`src/rtl/core/mrfd_pkg.sv`:
```
// Shared constants, types and frame layout for the meter response frame decoder.
package mrfd_pkg;

    localparam int FRAME_BYTES = 25;
    localparam int IDX_W       = 5;

    typedef logic [IDX_W-1:0] idx_t;

    localparam logic [15:0] CRC_INIT = 16'hFFFF;
    localparam logic [15:0] CRC_POLY = 16'hA001;

    // Byte positions within the response frame
    localparam idx_t POS_VOLT    = idx_t'(3);
    localparam idx_t POS_CURR    = idx_t'(5);
    localparam idx_t POS_POWER   = idx_t'(9);
    localparam idx_t POS_ENERGY  = idx_t'(13);
    localparam idx_t POS_FREQ    = idx_t'(17);
    localparam idx_t POS_PF      = idx_t'(19);
    localparam idx_t POS_ALARM   = idx_t'(21);
    localparam idx_t POS_CRC_LO  = idx_t'(FRAME_BYTES - 2);
    localparam idx_t POS_CRC_HI  = idx_t'(FRAME_BYTES - 1);

    typedef struct packed {
        logic       fire;
        logic       start;
        logic [7:0] data;
    } mrfd_step_t;

    typedef struct packed {
        logic [15:0] voltage_raw;
        logic [31:0] current_raw;
        logic [31:0] power_raw;
        logic [31:0] energy_raw;
        logic [15:0] frequency_raw;
        logic [15:0] power_factor_raw;
        logic [15:0] alarm_word;
        logic        crc_ok;
    } mrfd_result_t;

endpackage

```
`src/rtl/core/meter_response_frame_decoder.sv`:
```
// Top level of the meter response frame decoder: input register, parser, result register.
// Takes a 25-byte meter read response one byte per transfer and, on the last byte,
// delivers one result with the raw voltage, current, power, energy, frequency, power
// factor and alarm registers plus crc_ok (CRC-16/MODBUS over bytes 0..22 against bytes
// 23/24, low byte first). frame_start forces the byte to be byte 0 and drops any partial
// frame; bytes without it continue the current frame, wrapping after byte 24. A byte
// transfer is taken every cycle unless a final byte is held back; the last byte passes
// through the input register and then the result register, which raises out_valid. The rate
// is set by the bytewise CRC update, which sits between the input register and the result
// register. A pending result does not block bytes that produce no result; only a final
// byte waits for the result register to drain.
module meter_response_frame_decoder (
    input  logic        clk,
    input  logic        rst_n,
    input  logic        in_valid,
    output logic        in_stall,
    input  logic [7:0]  rx_byte,
    input  logic        frame_start,
    output logic        out_valid,
    input  logic        out_stall,
    output logic [15:0] voltage_raw,
    output logic [31:0] current_raw,
    output logic [31:0] power_raw,
    output logic [31:0] energy_raw,
    output logic [15:0] frequency_raw,
    output logic [15:0] power_factor_raw,
    output logic [15:0] alarm_word,
    output logic        crc_ok
);
    import mrfd_pkg::*;

    // input register
    logic         s1_valid_reg, s1_valid_next;
    logic [7:0]   s1_byte_reg;
    logic         s1_start_reg;

    // result register
    logic         out_valid_reg, out_valid_next;
    mrfd_result_t out_reg;

    mrfd_step_t   step;
    mrfd_result_t result;
    logic         emit;
    logic         out_free;
    logic         s1_fire;
    logic         in_take;

    assign out_free = !out_valid_reg || !out_stall;
    // a final byte needs room in the result register; other bytes always move
    assign s1_fire  = s1_valid_reg && (!emit || out_free);
    assign in_stall = s1_valid_reg && !s1_fire;
    assign in_take  = in_valid && !in_stall;

    assign step.fire  = s1_fire;
    assign step.start = s1_start_reg;
    assign step.data  = s1_byte_reg;

    mrfd_parser u_parser (
        .clk    (clk),
        .rst_n  (rst_n),
        .step   (step),
        .emit   (emit),
        .result (result)
    );

    always_comb
    begin
        s1_valid_next  = in_take || (s1_valid_reg && !s1_fire);
        out_valid_next = (s1_fire && emit) || (out_valid_reg && out_stall);
    end

    always_ff @(posedge clk or negedge rst_n)
    begin
        if (!rst_n)
        begin
            s1_valid_reg  <= 1'b0;
            out_valid_reg <= 1'b0;
        end
        else
        begin
            s1_valid_reg  <= s1_valid_next;
            out_valid_reg <= out_valid_next;
        end
    end

    always_ff @(posedge clk)
    begin
        if (in_take)
        begin
            s1_byte_reg  <= rx_byte;
            s1_start_reg <= frame_start;
        end
        if (s1_fire && emit)
            out_reg <= result;
    end

    assign out_valid        = out_valid_reg;
    assign voltage_raw      = out_reg.voltage_raw;
    assign current_raw      = out_reg.current_raw;
    assign power_raw        = out_reg.power_raw;
    assign energy_raw       = out_reg.energy_raw;
    assign frequency_raw    = out_reg.frequency_raw;
    assign power_factor_raw = out_reg.power_factor_raw;
    assign alarm_word       = out_reg.alarm_word;
    assign crc_ok           = out_reg.crc_ok;

    // a final byte never overwrites a result that is still held
    a_no_overwrite: assert property (@(posedge clk) disable iff (!rst_n)
        !(s1_fire && emit && out_valid_reg && out_stall))
        else $error("result register overwritten while stalled");

    // a completed frame shows up as a result on the next cycle
    a_emit_to_out: assert property (@(posedge clk) disable iff (!rst_n)
        (s1_fire && emit) |=> out_valid)
        else $error("final byte did not produce a result");

    // input is held back only by a pending final byte
    a_stall_cause: assert property (@(posedge clk) disable iff (!rst_n)
        in_stall |-> (s1_valid_reg && emit && out_valid_reg && out_stall))
        else $error("input stalled without a blocked final byte");

endmodule

```
`src/rtl/core/mrfd_crc.sv`:
```
// Bytewise CRC-16/MODBUS update (reflected, eight shift steps).
module mrfd_crc (
    input  logic [15:0] crc_in,
    input  logic [7:0]  data,
    output logic [15:0] crc_out
);
    import mrfd_pkg::*;

    logic [15:0] acc;

    always_comb
    begin
        acc = crc_in ^ {8'h00, data};
        for (int k = 0; k < 8; k++)
        begin
            if (acc[0])
                acc = (acc >> 1) ^ CRC_POLY;
            else
                acc = acc >> 1;
        end
        crc_out = acc;
    end

endmodule

```
`src/rtl/core/mrfd_parser.sv`:
```
// Frame position tracking, running CRC and field capture.
module mrfd_parser (
    input  logic                  clk,
    input  logic                  rst_n,
    input  mrfd_pkg::mrfd_step_t  step,
    output logic                  emit,
    output mrfd_pkg::mrfd_result_t result
);
    import mrfd_pkg::*;

    idx_t        byte_index_reg, byte_index_next;
    logic [15:0] running_crc_reg, running_crc_next;
    idx_t        idx_cur;
    logic [15:0] crc_base;
    logic [15:0] crc_upd;

    logic [15:0] voltage_reg;
    logic [31:0] current_reg;
    logic [31:0] power_reg;
    logic [31:0] energy_reg;
    logic [15:0] frequency_reg;
    logic [15:0] factor_reg;
    logic [15:0] alarm_reg;
    logic [7:0]  crc_low_reg;

    mrfd_crc u_crc (
        .crc_in  (crc_base),
        .data    (step.data),
        .crc_out (crc_upd)
    );

    always_comb
    begin
        idx_cur  = step.start ? '0 : byte_index_reg;
        crc_base = step.start ? CRC_INIT : running_crc_reg;
        emit     = (idx_cur >= POS_CRC_HI);

        byte_index_next  = byte_index_reg;
        running_crc_next = running_crc_reg;
        if (step.fire)
        begin
            if (emit)
            begin
                byte_index_next  = '0;
                running_crc_next = CRC_INIT;
            end
            else
            begin
                byte_index_next  = idx_cur + idx_t'(1);
                running_crc_next = (idx_cur < POS_CRC_LO) ? crc_upd : crc_base;
            end
        end
    end

    always_ff @(posedge clk or negedge rst_n)
    begin
        if (!rst_n)
        begin
            byte_index_reg  <= '0;
            running_crc_reg <= CRC_INIT;
        end
        else
        begin
            byte_index_reg  <= byte_index_next;
            running_crc_reg <= running_crc_next;
        end
    end

    // Word fields are big-endian; 32-bit fields carry the low word first.
    always_ff @(posedge clk)
    begin
        if (step.fire)
        begin
            unique case (idx_cur)
                POS_VOLT:                    voltage_reg[15:8]   <= step.data;
                POS_VOLT + idx_t'(1):        voltage_reg[7:0]    <= step.data;
                POS_CURR:                    current_reg[15:8]   <= step.data;
                POS_CURR + idx_t'(1):        current_reg[7:0]    <= step.data;
                POS_CURR + idx_t'(2):        current_reg[31:24]  <= step.data;
                POS_CURR + idx_t'(3):        current_reg[23:16]  <= step.data;
                POS_POWER:                   power_reg[15:8]     <= step.data;
                POS_POWER + idx_t'(1):       power_reg[7:0]      <= step.data;
                POS_POWER + idx_t'(2):       power_reg[31:24]    <= step.data;
                POS_POWER + idx_t'(3):       power_reg[23:16]    <= step.data;
                POS_ENERGY:                  energy_reg[15:8]    <= step.data;
                POS_ENERGY + idx_t'(1):      energy_reg[7:0]     <= step.data;
                POS_ENERGY + idx_t'(2):      energy_reg[31:24]   <= step.data;
                POS_ENERGY + idx_t'(3):      energy_reg[23:16]   <= step.data;
                POS_FREQ:                    frequency_reg[15:8] <= step.data;
                POS_FREQ + idx_t'(1):        frequency_reg[7:0]  <= step.data;
                POS_PF:                      factor_reg[15:8]    <= step.data;
                POS_PF + idx_t'(1):          factor_reg[7:0]     <= step.data;
                POS_ALARM:                   alarm_reg[15:8]     <= step.data;
                POS_ALARM + idx_t'(1):       alarm_reg[7:0]      <= step.data;
                POS_CRC_LO:                  crc_low_reg         <= step.data;
                default:                     ;
            endcase
        end
    end

    always_comb
    begin
        result.voltage_raw      = voltage_reg;
        result.current_raw      = current_reg;
        result.power_raw        = power_reg;
        result.energy_raw       = energy_reg;
        result.frequency_raw    = frequency_reg;
        result.power_factor_raw = factor_reg;
        result.alarm_word       = alarm_reg;
        result.crc_ok           = ({step.data, crc_low_reg} == crc_base);
    end

endmodule

```
`config.mk`:
```
export PLATFORM = sky130hd
export DESIGN_NAME = meter_response_frame_decoder
export DESIGN_NICKNAME = d
export VERILOG_FILES = /design/src/rtl/core/mrfd_pkg.sv /design/src/rtl/core/meter_response_frame_decoder.sv /design/src/rtl/core/mrfd_crc.sv /design/src/rtl/core/mrfd_parser.sv
export SDC_FILE = /design/constraint.sdc
export NUM_CORES = 1
export LEC_CHECK = 0
export BUFFER_PORTS_ARGS = -buffer_cell sky130_fd_sc_hd__buf_2
export CORE_AREA = 5 5 123 212
export CTS_CLUSTER_SIZE = 30
export DETAILED_ROUTE_END_ITERATION = 12
export DIE_AREA = 0 0 128 217
export PLACE_DENSITY = 0.77
export SLEW_MARGIN = 20
export SYNTH_ARGS = -nofsm -noshare
export SYNTH_HDL_FRONTEND = slang
export SYNTH_SLANG_ARGS = --single-unit
export TNS_END_PERCENT = 1
```
`constraint.sdc`:
```
create_clock -name clk -period 4.3 [get_ports clk]
set_clock_uncertainty 0.05 [all_clocks]
set_input_delay 0.645 -clock clk [delete_from_list [all_inputs] [get_ports clk]]
set_output_delay 0.645 -clock clk [all_outputs]
set_load 0.1 [all_outputs]
```
==> results of run 1 <==
## synth_stat cells, types with 4 or more instances
cell | number | share of area
edfxtp_1 | 338 | 0.84
xnor2_1 | 22 | 0.016
and2_1 | 19 | 0.0098
nand2_1 | 18 | 0.0056
nor2_1 | 18 | 0.0056
dfstp_2 | 16 | 0.035
o22a_1 | 15 | 0.011
a21oi_1 | 11 | 0.0046
xor2_1 | 10 | 0.0072
clkbuf_1 | 9 | 0.0028
nor3_1 | 9 | 0.0037
o21ai_0 | 9 | 0.0037
dfrtp_1 | 7 | 0.014
inv_1 | 7 | 0.0022
ha_1 | 5 | 0.0052
nor4_1 | 5 | 0.0026
a31oi_1 | 4 | 0.0021
nand2b_1 | 4 | 0.0021
o22ai_1 | 4 | 0.0021
## cell type report
cell class | count | area [um^2]
Inverter | 7 | 30.03
Clock inverter | 21 | 266.5
Multi-Input combinational cell | 182 | 1256
Tap cell | 308 | 385.4
Fill cell | 1757 | 9639
Timing Repair Buffer | 186 | 970.9
Sequential cell | 361 | 10750
Clock buffer | 30 | 729.5
## path summary, 6_finish.rpt
path / from / to / slack (ns)
hold / removal: rst_n / u_parser.byte_index_reg[3] / 0.05
setup reg to reg: s1_start_reg / u_parser.power_reg[29] / 1.43
setup / recovery: s1_start_reg / in_stall / 0.97
max in group asynchronous: rst_n / u_parser.running_crc_reg[0] / 3.78
min in group clk: rx_byte[5] / s1_byte_reg[5] / 0.23
hold reg to reg: u_parser.alarm_reg[11] / alarm_word[11] / 0.37
## power by group
| part | leakage, nW | switching, mW | internal, mW | total, mW |
|---|---|---|---|---|
| logic | 1.24 | 0.189 | 0.216 | 0.405 |
| clock network | 0.497 | 1.14 | 1.60 | 2.74 |
| registers | 3.30 | 0.101 | 3.91 | 4.01 |
## layer usage
layer | up-vias | global-route usage | part of all wire
li1 | 2581 | - | -
met1 | 2858 | 0.1865 | 0.34
met2 | 173 | 0.3331 | 0.58
met3 | 49 | 0.01791 | 0.042
met4 | 0 | 0.07224 | 0.037
met5 | - | 0 | 0
## cells by family (layout without fill, tap and decap cells)
logic type | count (synthesis) | after routing | share of synthesized area
fa+ha+maj | 5 | 5 | 0.005173
flops | 361 | 361 | 0.8886
xor+xnor | 36 | 36 | 0.03021
buf+inv | 21 | 244 | 0.007760
compound gates | 50 | 50 | 0.02825
simple gates | 91 | 91 | 0.04004
## worst reg2reg max path, delay by kind of cell, from the launching register on
kind,cells,cell delay [ns]
and+or+nand+nor,3,1.67
DFF,1,0.80
==> flow_summary_export.csv, run 1 <==
group,metric,value,unit
status,status,"finished clean",
worst_setup_path,cp_num_cells,3,
cells_and_area,instances_no_fill,1095,
worst_setup_path,cp-end-kind,"output pin",
synthesis,synthFlopType,"edfxtp_1",
cts,cts_resized,0,
worst_setup_path,slowest_stage,"edfxtp_1",
cts,cts_tree,"built",
cts,clock_latency,0.54,ns
worst_setup_path,crit_type,"flop to output pin",
timing,fin_setup_tns,0,ns
synthesis,yosysWarningCount,0,
placed_design,dp_hpwl,15.46,mm
detailed_routing,drt_pass1_iterations,5,
timing,setup_viol,0,
detailed_routing,viasPerCell,5.170,
cts,cts_root_buf,"clkbuf_16",
detailed_routing,wl_per_cell,21.80,um
worst_setup_path,cp.arrival,2.64,ns
power,peakVddDrop,0.3137,mV
cells_and_area,fin_area,14380,um^2
timing,fmax,300.1,MHz
detailed_routing,vias,5661,
worst_setup_path,crit_family,"flip-flops",
cts,clk_path_buf_depth,3,
cts,numClockSinks,361,
timing,final-max-slew-violation-count,0,
global_routing,grt_overflow,0,
synthesis,syn-mean-instance-area,21.44,um^2
synthesis,syn-cell-area,12090,um^2
cts,ctsHtreeMaxLevel,1,
timing,grt_setup_unrepaired,"no",
die,ios,176,
worst_setup_path,cp_cell_sequence,"nand2b_1 > nor3_1 > buf_2",
placed_design,finalWeightedCongestion,0.8133,
global_routing,grt_pass1_vias,5903,
timing,report.final.hold_viol_count,0,
worst_setup_path,critPathBufInv,1,
worst_setup_path,crit_required,3.61,ns
global_routing,grt_antenna_before_repair,0,
synthesis,synth-seq-area-share,0.8886,
global_routing,grt_max_degree,162,
cts,clk_pin_slew_worst_paths,0.07,ns
synthesis,yosysUniqueCellTypes,42,
die,fp.coreArea,24020,um^2
cells_and_area,n_antenna_cell,0,
power,p_per_area,497.4,nW/um^2
synthesis,synth-seq-cells,361,
detailed_routing,drt_wl_total,23.87,mm
worst_setup_path,crit_fanout,31,
timing,period_needed,3.333,ns
cells_and_area,final_common_cell,"edfxtp_1",
die,rows,75,
worst_setup_path,crit_path_start_kind,"flop",
cts,cts_hold_buf,0,
global_routing,grt_pass1_wl,35.58,mm
job,maxCapViolations,0,
synthesis,synth_edf_count,338,
placed_design,dpl_worst_slack,1.423,ns
detailed_routing,postRouteAntennaNets,0,
cts,postCtsSetupBuffers,0,
timing,worst_pin_slew,1.023,ns
placed_design,post_dp_cell_area,13390,um^2
placed_design,port-buffer-count,175,
timing,setup_ws,0.9674,ns
global_routing,grt_use_total,0.1721,
placed_design,place_inst,1044,
synthesis,synthArstFlopShare,0.06371,
cells_and_area,drive_gt1_frac,0.3240,
die,die-area,27780,um^2
power,p_leak,5.043,nW
cells_and_area,final_util,0.5988,
power,totalPowerFinal,7.154,mW
die,die_h,217,um
cts,cts_made_buffers,29,
cells_and_area,final_cell_mix,"edfxtp_1 (338), buf_2 (175), clkbuf_16 (29)",
synthesis,synth_nets,582,
timing,whs,0.04633,ns
worst_setup_path,cpPeakStageDelay,0.80,ns
synthesis,synth_cells,564,
hold_path,min_path_type,"input port to asynchronous set/reset pin",
cells_and_area,area_delta_synth_final,18.94,%
cells_and_area,num-nets-final,785,
timing,finalCritPeriodShare,0.7750,
worst_setup_path,rr_worst_depth,3,
timing,relSlewSlack,0.3177,
detailed_routing,drt_iter0_drc,460,
die,die_x,128,um
die,initial_core_util,0.5034,
detailed_routing,drc,0,
No activity file was read; power rests on OpenSTA's default activity.
==> run 2: changes to the inputs <==
- clock period: 4.3 -> 2.7 ns (I/O delays scaled with it)
==> run 2 against run 1 <==
  * Global-route usage is 0.35 points higher
  * Clock-buffer cell count is 1 lower
  * Combinational power is 67% higher
  * Total power is 62% higher
  * Via count is 2.4% higher
  * Routed wire length is 1.4% higher
  * Cell area is 2.1% higher
  * Critical endpoint unchanged
  * Largest power group unchanged
  * Sequential power is 59% higher
  * Core utilization is 1.3 points higher
  * Critical path depth is 1 higher
  * Sequential share of layout area is 1.5 points lower
  * Critical path type unchanged
  * Clock power is 65% higher
==> flow_summary_export.csv, run 2 (synthesis gave the netlist of run 1 again) <==
group,metric,value,unit
placed_design,dp_hpwl,15.68,mm
worst_setup_path,crit_fanout,16,
cells_and_area,area_delta_synth_final,21.46,%
cts,clk_pin_slew_worst_paths,0.07,ns
timing,final-max-slew-violation-count,0,
cts,ctsHtreeMaxLevel,1,
placed_design,dpl_worst_slack,0.2609,ns
cts,cts_resized,0,
cells_and_area,final_cell_mix,"edfxtp_1 (338), buf_2 (174), clkbuf_16 (29)",
cells_and_area,num-fill-cells,1693,
hold_path,min_delay_worst_endpoint,"out_valid",
worst_setup_path,crit_type,"flop to output pin",
timing,relSlewSlack,0.2707,
cts,cts_hold_buf,11,
timing,finalCritPeriodShare,0.9545,
worst_setup_path,cp.arrival,2.12,ns
global_routing,grt_max_degree,47,
cts,clock_latency,0.55,ns
timing,setup_viol,0,
global_routing,grt_pass1_vias,6124,
detailed_routing,drc,0,
cts,cts_made_buffers,29,
detailed_routing,viasPerCell,5.173,
cts,cts_tree,"built",
hold_path,hp-start,"out_stall",
timing,period_needed,2.577,ns
detailed_routing,vias,5799,
die,die-area,27780,um^2
placed_design,port-buffer-count,175,
power,peakVddDrop,0.5348,mV
timing,report.final.hold_viol_count,0,
job,maxCapViolations,0,
die,die_h,217,um
worst_setup_path,r2r_slack,0.23,ns
die,ios,176,
cells_and_area,seq_area,10750,um^2
timing,fmax,388.0,MHz
cells_and_area,num-nets-final,808,
global_routing,grt_pass1_wl,36.24,mm
power,p_leak,5.166,nW
die,fp.coreArea,24020,um^2
hold_path,worstHoldPathCells,3,
timing,grt_setup_unrepaired,"no",
timing,setup_ws,0.1227,ns
die,initial_core_util,0.5034,
detailed_routing,wl_per_cell,21.59,um
detailed_routing,postRouteAntennaNets,0,
global_routing,grt_use_total,0.1756,
placed_design,finalWeightedCongestion,0.8423,
cells_and_area,drive_gt1_frac,0.3374,
detailed_routing,drt_pass1_iterations,5,
worst_setup_path,r2r_start,"s1_start_reg",
detailed_routing,drt_wl_total,24.20,mm
cts,clk_path_buf_depth,3,
global_routing,grt_overflow,0,
power,totalPowerFinal,11.58,mW
worst_setup_path,cp-end-kind,"output pin",
power,p_per_area,788.2,nW/um^2
timing,fin_setup_tns,0,ns
status,status,"finished clean",
cts,numClockSinks,361,
worst_setup_path,crit_path_start_kind,"flop",
timing,worst_pin_slew,1.090,ns
cts,postCtsSetupBuffers,0,
cts,cts_root_buf,"clkbuf_16",
worst_setup_path,crit_path_start,"s1_start_reg",
cells_and_area,final_util,0.6114,
worst_setup_path,rr_worst_depth,7,
global_routing,grt_antenna_before_repair,1,
worst_setup_path,crit_required,2.25,ns
die,rows,75,
cells_and_area,multiInputGateArea,1267,um^2
hold_path,min_path_type,"input port to flop",
worst_setup_path,regToRegEndpoint,"u_parser.energy_reg[24]",
cells_and_area,final_common_cell,"edfxtp_1",
die,die_x,128,um
detailed_routing,drt_iter0_drc,427,
-- run 2: changes by cell type in the layout (fill, tap and decap cells not counted), moves of 2 or more --
cell and change:
buf_4 +10, dlygate4sd3_1 +11, inv_8 +3, clkinv_4 +2
buf_12 +3, clkinv_2 -4, clkinvlp_4 +3
-- run 2: critical path: stages (launching register included) --
cell and delay, ns:
edfxtp_1 0.52, buf_4 0.25, nand2b_1 0.20, nor3_2 0.37, buf_12 0.23
-- run 2: area by class of cell --
class / instances / share of cell area
diodes: 1 / 0.0001704
clock buffers: 29 / 0.04941
clock inverters: 24 / 0.02155
inverters: 7 / 0.002044
multi-input cells: 182 / 0.08629
flip-flops and latches: 361 / 0.7318
well taps: 308 / 0.02624
repair buffers: 209 / 0.08246
-- run 2: worst max path at each step --
stage / end / cells past startpoint
after floorplan: alarm_word[0] / 3
after global placement: u_parser.energy_reg[28] / 7
after detailed placement: u_parser.energy_reg[24] / 7
after CTS: in_stall / 4
after global routing: in_stall / 4
final: in_stall / 4
-- run 2: power by group --
group | switching [mW] | leakage, nW | internal, mW
registers | 0.157 | 3.30 | 6.23
logic | 0.319 | 1.36 | 0.357
clock network | 1.93 | 0.505 | 2.59
-- run 2: stage by stage --
step	instances	hold slack [ns]	instance area, um^2
after global placement	1056	0.3507	13530
after floorplan	564	0.05941	12110
after detailed placement	1056	0.3545	13530
final	1121	0.1346	14690
after CTS	1120	0.1151	14690
after global routing	1120	0.1331	14690
-- run 2: routing by layer --
metal / vias to the layer above / track usage / share of wire
met3: 61 / 0.02355 / 0.054
met5: - / 0 / 0
met2: 223 / 0.3310 / 0.56
li1: 2628 / - / -
met1: 2887 / 0.1952 / 0.35
met4: 0 / 0.07436 / 0.040
==> run 3: changes to the inputs <==
- CORE_AREA: 5 5 123 212 -> 5 5 123 213
- DIE_AREA: 0 0 128 217 -> 0 0 128 218
- SYNTH_HIERARCHICAL: default -> 1
==> run 3 against run 2 <==
  * Clock power shrank 7.1%
  * First-iteration DRC count grew 21%
  * Clock-buffer cell count grew 5
  * Maximum frequency grew 1.7%
  * Hold slack lost 0.11 ns
==> flow_summary_export.csv, run 3 <==
group,metric,value,unit
status,status,"finished clean",
synthesis,synth_area_leaders,"edfxtp_1 (83%), dfstp_2 (3.4%), nand2_1 (1.7%), dfrtp_1 (1.4%), xnor2_1 (1.2%)",
synthesis,syn-cell-area,12190,um^2
synthesis,netlist_top_cells_count,"edfxtp_1 (338), nand2_1 (54), nand3_1 (27), nor2_1 (18), xnor2_1 (17)",
synthesis,yosysMostFrequentCell,"edfxtp_1",
worst_setup_path,cp-end-kind,"flop",
synthesis,yosysWarningCount,6,
power,swShare,0.2173,
die,rows,76,
cells_and_area,num-nets-final,854,
detailed_routing,wl_per_cell,20.99,um
die,die_h,218,um
worst_setup_path,cp_num_cells,8,
worst_setup_path,rr_worst_depth,8,
die,ios,176,
detailed_routing,drt_pass1_iterations,5,
timing,period_needed,2.535,ns
synthesis,synth_nets,620,
cts,ctsHtreeMaxLevel,1,
cells_and_area,area_delta_synth_final,21.01,%
synthesis,synth_edf_count,338,
global_routing,grt_pass1_vias,6144,
power,seq_power_share,0.560,
global_routing,grt_antenna_before_repair,0,
die,fp.coreArea,24340,um^2
detailed_routing,postRouteAntennaNets,0,
worst_setup_path,slowest_stage,"edfxtp_1",
die,die-area,27900,um^2
synthesis,synth-seq-cells,361,
detailed_routing,viasPerCell,5.129,
cts,cts_root_buf,"clkbuf_16",
timing,final-max-slew-violation-count,0,
placed_design,dp_hpwl,16.45,mm
detailed_routing,drt_wl_total,24.54,mm
placed_design,place_inst,1108,
hold_path,min_path_type,"input port to flop",
cts,clk_path_buf_depth,3,
worst_setup_path,critPathBufInv,1,
worst_setup_path,crit_path_start,"s1_start_reg",
timing,fmax,394.5,MHz
synthesis,yosysUniqueCellTypes,40,
cells_and_area,final_cell_mix,"edfxtp_1 (338), buf_2 (174), nand2_1 (53)",
worst_setup_path,crit_type,"flop to flop",
worst_setup_path,crit_family,"XOR/XNOR gates",
worst_setup_path,cp.arrival,2.91,ns
timing,worst_pin_slew,0.7621,ns
cells_and_area,final_common_cell,"edfxtp_1",
detailed_routing,drc,0,
die,initial_core_util,0.5006,
cells_and_area,multiInputGateArea,1356,um^2
global_routing,grt_max_degree,79,
global_routing,grt_pass1_wl,36.42,mm
worst_setup_path,cpPeakStageDelay,0.54,ns
placed_design,post_dp_cell_area,13690,um^2
worst_setup_path,crit_required,3.07,ns
timing,relSlewSlack,0.4918,
cts,numClockSinks,361,
power,p_leak,5.240,nW
synthesis,syn-mean-instance-area,20.21,um^2
cts,clock_latency,0.54,ns
worst_setup_path,regToRegEndpoint,"u_parser/running_crc_reg[0]",
job,maxCapViolations,0,
cells_and_area,drive_gt1_frac,0.3407,
cts,cts_made_buffers,29,
power,peakVddDrop,0.4770,mV
worst_setup_path,crit_fanout,13,
synthesis,synth.top_cell.area_share,0.8329,
worst_setup_path,r2r_slack,0.17,ns
worst_setup_path,crit_top_cell,"xnor2_1",
synthesis,synthFlopType,"edfxtp_1",
timing,finalCritPeriodShare,0.9388,
power,p_sw,2.513,mW
placed_design,finalWeightedCongestion,0.8898,
global_routing,grt_use_total,0.1758,
synthesis,synthArstFlopShare,0.06371,
worst_setup_path,critPathCapture,"u_parser/running_crc_reg[0]",
placed_design,port-buffer-count,175,
worst_setup_path,r2r_start,"s1_start_reg",
cells_and_area,n_antenna_cell,0,
synthesis,synth-seq-area-share,0.8817,
power,clkPwrFrac,0.362,
cells_and_area,fin_area,14750,um^2
cells_and_area,instances_no_fill,1169,
cts,clk_pin_slew_worst_paths,0.07,ns
die,die_x,128,um
power,internal_power,9.049,mW
timing,grt_setup_unrepaired,"no",
cts,cts_tree,"built",
timing,setup_viol,0,
power,p_per_area,784.0,nW/um^2
cells_and_area,num-fill-cells,1784,
synthesis,synth_cells,603,
cells_and_area,seq_area,10750,um^2
detailed_routing,vias,5996,
global_routing,grt_overflow,0,
synthesis,synth_area_leader_cell,"edfxtp_1",
worst_setup_path,crit_path_start_kind,"flop",
worst_setup_path,cp_cell_sequence,"buf_4 > or2_2 > xnor2_1 > xnor2_1 > xnor2_1 > xnor3_1 > nand2_1 > nand3_1",
power,combPwrFrac,0.077,
detailed_routing,drt_iter0_drc,516,
timing,report.final.hold_viol_count,0,
## run 3: cell types whose count changed after synthesis, moves of 5 or more
cell	before	now
nand2_1	18	54
nand3_1	3	27
o22a_1	15	0
and2_1	19	8
or2_1	1	12
o21ai_0	9	0
or3_1	1	7
xnor2_1	22	17
## run 3: area by class of cell
class / count / area share
Sequential cell: 361 / 0.7288
Multi-Input combinational cell: 218 / 0.09197
Timing Repair Buffer: 219 / 0.08620
Clock buffer: 34 / 0.05048
Tap cell: 312 / 0.02647
Clock inverter: 17 / 0.01408
Inverter: 8 / 0.002036
## run 3: what timing repair did
action,in CTS,in global routing
hold buffers,10,0
setup buffers,0,0
endpoints found under the setup margin,0,0
resized for setup,0,0
hold endpoints to repair,16,0
## run 3: logic make-up (layout without fill, tap and decap cells)
| logic type | count (synthesis) | count (layout) | synth area share |
|---|---|---|---|
| AO/OA/AOI/OAI | 31 | 31 | 0.01663 |
| XOR/XNOR | 34 | 34 | 0.02741 |
| adder cells (fa/ha/maj) | 4 | 4 | 0.004107 |
| buffers and inverters | 24 | 278 | 0.009959 |
| flip-flops | 361 | 361 | 0.8817 |
| multiplexers | 1 | 1 | 0.0009240 |
| AND/OR/NAND/NOR | 148 | 148 | 0.05924 |
## run 3: power groups by stage
stage | Clock [mW] | Sequential (mW) | Combinational (mW)
3_5_place_dp | 0 | 6.59 | 0.880
3_3_place_gp | 0 | 6.59 | 0.858
5_1_grt | 4.53 | 6.49 | 0.963
4_1_cts | 4.29 | 6.47 | 0.893
2_1_floorplan | 0 | 6.53 | 0.682
6_report | 4.19 | 6.48 | 0.893
## run 3: layer usage
| metal | GRT usage | routed length, um | vias to the layer above |
|---|---|---|---|
| met3 | 0.01985 | 1073 | 47 |
| met1 | 0.1924 | 8287 | 3005 |
| li1 | - | - | 2737 |
| met4 | 0.07507 | 961 | 0 |
| met2 | 0.3368 | 14220 | 207 |
| met5 | 0 | 0 | - |
## run 3: worst min path at each step
stage	startpoint	to	slack, ns	depth (start not counted)
floorplan	rst_n	out_valid	0.06	0
global route	in_valid	s1_valid_reg	0.02	2
CTS	in_valid	s1_valid_reg	0.007	2
global placement	u_parser/voltage_reg[1]	voltage_raw[1]	0.35	0
detailed placement	u_parser/alarm_reg[11]	alarm_word[11]	0.35	0
finish	in_valid	s1_valid_reg	0.03	2
## run 3: metrics by stage
step	hold WS [ns]	TNS (ns)	utilization	total power [mW]	setup WS [ns]
finish	0.02827	0	0.6058	11.56	0.1652
global route	0.02050	0	0.6058	11.99	0.05264
CTS	0.006942	0	0.6058	11.65	0.2009
detailed placement	0.3545	0	0.5626	7.473	0.2239
global placement	0.3502	0	0.5626	7.445	0.2796
floorplan	0.05941	-219.96	-	7.215	-1.354
